===== src/rtl/assert_macros.svh =====
// Assertion macros used by the RTL datapath (ewct_dp).
// No dependencies; the macros expand to nothing when SYNTHESIS is defined.
`ifndef ASSERT_MACROS_SVH
`define ASSERT_MACROS_SVH
`ifndef SYNTHESIS
`define ASSERT_ALWAYS(lbl, clk, rst, expr) \
  lbl: assert property (@(posedge clk) disable iff (rst) (expr)) \
    else $error("assertion failed");
`define ASSERT_IMPLIES(lbl, clk, rst, ante, cons) \
  lbl: assert property (@(posedge clk) disable iff (rst) (ante) |-> (cons)) \
    else $error("assertion failed");
`else
`define ASSERT_ALWAYS(lbl, clk, rst, expr)
`define ASSERT_IMPLIES(lbl, clk, rst, ante, cons)
`endif
`endif


===== src/rtl/ewct_pkg.sv =====
// Package for the capacitated tree block: sizes, codes, command and status types.
// No dependencies.
`timescale 1ns / 1ps
`default_nettype none
package ewct_pkg;
  localparam int MAX_V = 32;
  localparam int COST_BITS = 16;
  localparam int VW = $clog2(MAX_V);
  localparam int CW = $clog2(MAX_V + 1);
  localparam int DEM_W = 21;
  localparam int LOAD_W = 16;
  localparam int FW = 5;

  typedef enum logic [1:0] {
    REQ_COST = 2'd0, REQ_DEMAND = 2'd1, REQ_START = 2'd2, REQ_NONE = 2'd3
  } req_t;

  localparam logic [1:0] CFG_ROOT  = 2'd0;
  localparam logic [1:0] CFG_CAP   = 2'd1;
  localparam logic [1:0] CFG_COUNT = 2'd2;

  typedef enum logic [3:0] {
    DP_NONE, DP_LOAD, DP_START, DP_INIT, DP_ILOAD, DP_JSCAN, DP_IEVAL, DP_PCLR,
    DP_M1, DP_M2, DP_OSTART, DP_OEDGE, DP_OVERT, DP_EMIT
  } dp_op_t;

  typedef struct packed {
    dp_op_t          op;
    logic [VW-1:0]   i;
    logic [VW-1:0]   j;
  } dp_cmd_t;

  typedef struct packed {
    logic [CW-1:0] n;
    logic [VW-1:0] root;
    logic          found;
    logic [CW-1:0] mcount;
    logic          out_free;
  } dp_stat_t;

  typedef enum logic [3:0] {
    S_IDLE, S_INIT, S_IDRAIN, S_PSTART, S_ISEL, S_ILOAD, S_JSCAN, S_JDRAIN,
    S_IEVAL, S_MCHK, S_M1, S_M2, S_OSTART, S_OEDGE, S_OVERT, S_EMIT
  } state_t;
endpackage
`default_nettype wire


===== src/rtl/ewct_ctrl.sv =====
// Sequencer for input requests, setup, the merge search, tree orientation and result emission.
// Depends on ewct_pkg; drives the datapath through dp_cmd_t.
`timescale 1ns / 1ps
`default_nettype none
module ewct_ctrl (
  input  wire logic               clk,
  input  wire logic               rst,
  input  wire logic               in_valid,
  output logic                    in_stall,
  input  wire logic [1:0]         req_type,
  input  wire ewct_pkg::dp_stat_t stat,
  output ewct_pkg::dp_cmd_t       cmd
);
  ewct_pkg::state_t            state, state_next;
  logic [ewct_pkg::CW-1:0]     cnt, cnt_next;
  logic [ewct_pkg::CW-1:0]     jc, jc_next;
  logic [ewct_pkg::CW-1:0]     pass, pass_next;
  logic [ewct_pkg::VW-1:0]     i_r, i_r_next;

  always_ff @(posedge clk) begin
    if (rst) begin
      state <= ewct_pkg::S_IDLE;
      cnt   <= '0;
      jc    <= '0;
      pass  <= '0;
      i_r   <= '0;
    end else begin
      state <= state_next;
      cnt   <= cnt_next;
      jc    <= jc_next;
      pass  <= pass_next;
      i_r   <= i_r_next;
    end
  end

  always_comb begin
    state_next = state;
    cnt_next   = cnt;
    jc_next    = jc;
    pass_next  = pass;
    i_r_next   = i_r;
    cmd.op     = ewct_pkg::DP_NONE;
    cmd.i      = i_r;
    cmd.j      = cnt[ewct_pkg::VW-1:0];
    in_stall   = 1'b1;
    unique case (state)
      ewct_pkg::S_IDLE: begin
        in_stall = 1'b0;
        if (in_valid) begin
          if (req_type == ewct_pkg::REQ_START) begin
            cmd.op     = ewct_pkg::DP_START;
            cnt_next   = '0;
            state_next = ewct_pkg::S_INIT;
          end else if (req_type == ewct_pkg::REQ_COST || req_type == ewct_pkg::REQ_DEMAND) begin
            cmd.op = ewct_pkg::DP_LOAD;
          end
        end
      end
      ewct_pkg::S_INIT: begin
        cmd.op   = ewct_pkg::DP_INIT;
        cnt_next = cnt + 1'b1;
        if (cnt == ewct_pkg::CW'(ewct_pkg::MAX_V - 1)) state_next = ewct_pkg::S_IDRAIN;
      end
      ewct_pkg::S_IDRAIN: state_next = ewct_pkg::S_PSTART;
      ewct_pkg::S_PSTART: begin
        cmd.op     = ewct_pkg::DP_PCLR;
        cnt_next   = '0;
        state_next = ewct_pkg::S_ISEL;
      end
      ewct_pkg::S_ISEL: begin
        if (cnt == stat.n) begin
          state_next = ewct_pkg::S_MCHK;
        end else if (cnt[ewct_pkg::VW-1:0] == stat.root) begin
          cnt_next = cnt + 1'b1;
        end else begin
          i_r_next   = cnt[ewct_pkg::VW-1:0];
          state_next = ewct_pkg::S_ILOAD;
        end
      end
      ewct_pkg::S_ILOAD: begin
        cmd.op     = ewct_pkg::DP_ILOAD;
        jc_next    = '0;
        state_next = ewct_pkg::S_JSCAN;
      end
      ewct_pkg::S_JSCAN: begin
        cmd.op  = ewct_pkg::DP_JSCAN;
        cmd.j   = jc[ewct_pkg::VW-1:0];
        jc_next = jc + 1'b1;
        if (jc == stat.n - 1'b1) state_next = ewct_pkg::S_JDRAIN;
      end
      ewct_pkg::S_JDRAIN: state_next = ewct_pkg::S_IEVAL;
      ewct_pkg::S_IEVAL: begin
        cmd.op     = ewct_pkg::DP_IEVAL;
        cnt_next   = cnt + 1'b1;
        state_next = ewct_pkg::S_ISEL;
      end
      ewct_pkg::S_MCHK: begin
        if (!stat.found || stat.mcount >= ewct_pkg::CW'(ewct_pkg::MAX_V))
          state_next = ewct_pkg::S_OSTART;
        else
          state_next = ewct_pkg::S_M1;
      end
      ewct_pkg::S_M1: begin
        cmd.op     = ewct_pkg::DP_M1;
        state_next = ewct_pkg::S_M2;
      end
      ewct_pkg::S_M2: begin
        cmd.op     = ewct_pkg::DP_M2;
        state_next = ewct_pkg::S_PSTART;
      end
      ewct_pkg::S_OSTART: begin
        cmd.op     = ewct_pkg::DP_OSTART;
        cnt_next   = '0;
        pass_next  = '0;
        state_next = ewct_pkg::S_OEDGE;
      end
      ewct_pkg::S_OEDGE: begin
        if (cnt == stat.mcount) begin
          cnt_next   = '0;
          state_next = ewct_pkg::S_OVERT;
        end else begin
          cmd.op   = ewct_pkg::DP_OEDGE;
          cnt_next = cnt + 1'b1;
        end
      end
      ewct_pkg::S_OVERT: begin
        if (cnt == stat.n) begin
          cnt_next = '0;
          if (pass == stat.n - 1'b1) begin
            state_next = ewct_pkg::S_EMIT;
          end else begin
            pass_next  = pass + 1'b1;
            state_next = ewct_pkg::S_OEDGE;
          end
        end else begin
          cmd.op   = ewct_pkg::DP_OVERT;
          cnt_next = cnt + 1'b1;
        end
      end
      ewct_pkg::S_EMIT: begin
        if (cnt == stat.n) begin
          state_next = ewct_pkg::S_IDLE;
        end else if (stat.out_free) begin
          cmd.op   = ewct_pkg::DP_EMIT;
          cnt_next = cnt + 1'b1;
        end
      end
      default: state_next = ewct_pkg::S_IDLE;
    endcase
  end
endmodule
`default_nettype wire


===== config.mk =====
export PLATFORM = sky130hd
export DESIGN_NAME = ewct_ctrl
export DESIGN_NICKNAME = d
export VERILOG_FILES = /design/src/rtl/assert_macros.svh /design/src/rtl/ewct_pkg.sv /design/src/rtl/ewct_ctrl.sv
export SDC_FILE = /design/constraint.sdc
export NUM_CORES = 1
export LEC_CHECK = 0
export ABC_AREA = 1
export BUFFER_PORTS_ARGS = -buffer_cell sky130_fd_sc_hd__buf_2
export CAP_MARGIN = 20
export CORE_UTILIZATION = 60
export DETAILED_ROUTE_END_ITERATION = 8
export PLACE_DENSITY = 0.94
export REMOVE_ABC_BUFFERS = 1
export SETUP_SLACK_MARGIN = 0.3
export SYNTH_ARGS = -nofsm -noshare
export SYNTH_HDL_FRONTEND = slang
export SYNTH_SLANG_ARGS = --single-unit

===== constraint.sdc =====
create_clock -name clk -period 4.5 [get_ports clk]
set_clock_uncertainty 0.15 [all_clocks]
set_input_delay 0.9 -clock clk [delete_from_list [all_inputs] [get_ports clk]]
set_output_delay 0.9 -clock clk [all_outputs]
set_load 0.01 [all_outputs]

==> results.py <==
metrics = {
    "outcome": {
        "status": "completed",
    },
    "timing": {
        "tns_ns": 0,
        "finalCritPeriodShare_pct": 70.4,
        "finalHoldViolCount": 0,
        "max_freq_ghz": 0.315,
        "slew_headroom_pct": 69.0,
        "max_slew.worst_pin.slew_ns": 0.464,
        "maxSlewViolCount": 0,
        "setup_viol": 0,
        "period_minus_slack_ns": 3.17,
        "rsz0062_at_grt": "no",
    },
    "drt": {
        "drt-pass1-iter-count": 5,
        "viasPerCell": 5.63,
        "drcViolationCount": 0,
        "wl_per_cell_um": 13.0,
        "antenna_left": 0,
        "routed_wl_um": 6750,
        "num_vias": 2934,
        "drt_iter0_markers": 292,
    },
    "placed_design": {
        "port_buffers": 38,
        "place_area_um2": 2700,
        "dpl.hpwl_um": 5240,
        "globalplace.congestion": 0.949,
    },
    "clock_network": {
        "cts-buffers-inserted": 3,
        "clk_pin_slew_ns": 0.10,
        "numClockSinks": 27,
        "cts_hold_buffers": 0,
        "cts-htree-levels": 1,
        "cts_resized": 0,
        "cts_tree": "built",
        "root_buffer": "clkbuf_8",
        "worst_skew_pair.late_latency_ns": 0.28,
        "clockBufferDepth": 2,
        "cts_setup_buffers": 0,
    },
    "synth": {
        "ys.flop_type": "dfxtp_1",
        "ys_async_sr_fraction_pct": 0,
        "synthTopCellsByArea": "dfxtp_1 (22%), nand2_1 (21%), nand3_1 (11%)",
        "yosysSeqAreaShare_pct": 21.6,
        "synth_area_um2": 2510,
        "synth_top_area_share_pct": 21.6,
        "synthCells": 438,
        "synth_common_cells": "nand2_1 (139), nand3_1 (53), inv_1 (51), nor2_1 (51), dfxtp_1 (27)",
        "avgSynthCellArea_um2": 5.72,
        "ys_seq_elements": 27,
        "yosysMostFrequentCell": "nand2_1",
        "synth_area_leader_cell": "dfxtp_1",
        "synth_edf_count": 0,
        "yosys_warnings": 0,
        "yosysUniqueCellTypes": 34,
    },
    "grt": {
        "grt_usage_pct": 31.0,
        "overflow": 0,
        "grt_max_degree": 21,
        "antenna_found_initial": 0,
        "grt_pass1_vias": 2382,
        "grt_first_pass_wirelength_um": 10600,
    },
    "pwr": {
        "switching_share_pct": 48.0,
        "combPwrFrac_pct": 52.6,
        "peakVddDrop_v": 0.000303,
        "p_switching_w": 0.000452,
        "leakagePower_nw": 1.35,
        "power.density_nw_per_um2": 343,
        "p_seq_share_pct": 32.1,
        "p_int_w": 0.000490,
        "power_frac_clock_pct": 15.3,
    },
    "worst_setup_path": {
        "cp.arrival_ns": 2.12,
        "crit_fanout": 11,
        "end_kind": "output port",
        "worstPathRequired_ns": 3.45,
        "r2r_slack_ns": 2.09,
        "reg2reg_from": "cnt[3]",
        "r2r-end": "pass[0]",
        "rr_worst_depth": 11,
        "startpoint_type": "primary input",
        "crit_type": "in -> out",
    },
    "hold_path": {
        "min_from": "i_r[4]",
        "hold_depth": 2,
        "min_to": "i_r[4]",
        "hold_path.class": "reg -> reg",
    },
    "finish": {
        "layout-drive-gt1-share_pct": 16.8,
        "antenna_cells": 0,
        "final_cell_area_um2": 2740,
        "area_growth_pct": 9.38,
        "final_nets": 500,
    },
    "floorplan": {
        "num_rows": 23,
        "start_util_pct": 62.7,
        "fp.dieW_um": 66.6,
        "die_y_um": 66.6,
        "core_um2": 4000,
        "io_pins": 39,
        "die_area_um2": 4440,
    },
    "run": {
        "cap_viol_max_count": 0,
    },
}
layout by cell type (no fill, tap or decap), types with 4 or more instances in the layout:
cell	n
nand3_2	4
nand4_1	5
ha_1	4
xor2_1	6
dfxtp_1	27
nor2_2	5
nor2_1	51
buf_2	38
nand2_1	139
nand3_1	53
o21ai_0	11
nand2_2	4
a21oi_1	26
inv_2	13
inv_1	51
xnor2_1	4
nand2_4	4
final cells by class:
| cell class | count | area [µm²] |
|---|---|---|
| Clock buffer | 3 | 41.3 |
| Clock inverter | 1 | 5.00 |
| Fill cell | 355 | 1260 |
| Inverter | 64 | 240 |
| Multi-Input combinational cell | 338 | 1660 |
| Sequential cell | 27 | 541 |
| Tap cell | 50 | 62.6 |
| Timing Repair Buffer | 38 | 190 |
stage by stage:
stage / setup slack, ns / std cells / power (W) / hold slack [ns] / utilization, %
2_1_floorplan: 1.77 / 429 / 0.000660 / 0.296 / -
3_3_place_gp: 1.39 / 517 / 0.000776 / 0.295 / 67.4
3_5_place_dp: 1.34 / 517 / 0.000789 / 0.303 / 67.4
4_1_cts: 1.33 / 521 / 0.000930 / 0.318 / 68.6
5_1_grt: 1.23 / 521 / 0.00101 / 0.356 / 68.6
6_report: 1.33 / 521 / 0.000941 / 0.314 / 68.6
critical path, cell delays in order:
cell and delay (ns):
buf_2 0.13, inv_2 0.13, nand2_1 0.08, a21oi_2 0.13, nand3_2 0.27, o211ai_1 0.22
nand3_1 0.10, buf_2 0.15
logic make-up (layout without fill, tap and decap cells):
logic type,Yosys count,count (layout),share of synthesized area (%)
buf+inv,73,106,12.1
compound gates,49,49,11.0
fa+ha+maj,4,4,2.00
xor+xnor,10,10,3.49
flops,27,27,21.6
simple gates,275,275,49.8
registers in the layout, indices dropped and copies added (netlist names):
register / cells
cnt: 6
i_r: 5
jc: 6
pass: 6
state: 4
power by group through the flow:
stage | Clock (W) | Combinational, W | Sequential [W]
floorplan | 0 | 0.000363 | 0.000297
finish | 0.000144 | 0.000495 | 0.000302
global route | 0.000153 | 0.000551 | 0.000305
CTS | 0.000142 | 0.000488 | 0.000300
detailed placement | 0 | 0.000483 | 0.000306
global placement | 0 | 0.000471 | 0.000305
routing by layer:
metal / GRT usage, % / up-vias / wire length (µm)
met5: 0 / - / 0
met4: 9.84 / 0 / 91
met3: 4.11 / 12 / 572
met2: 53.2 / 167 / 3130
met1: 39.7 / 1295 / 2950
li1: - / 1460 / -
worst max-delay path by stage:
stage                        start       to  slack [ns]
after floorplan           stat[13]  cmd[13]        1.77
after global placement    stat[13]  cmd[13]        1.39
after detailed placement  stat[13]  cmd[13]        1.34
after CTS                 stat[13]  cmd[13]        1.33
after global routing      stat[15]  cmd[13]        1.23
final                     stat[13]  cmd[13]        1.33
Note: power is estimated with default switching activity, not from simulation.
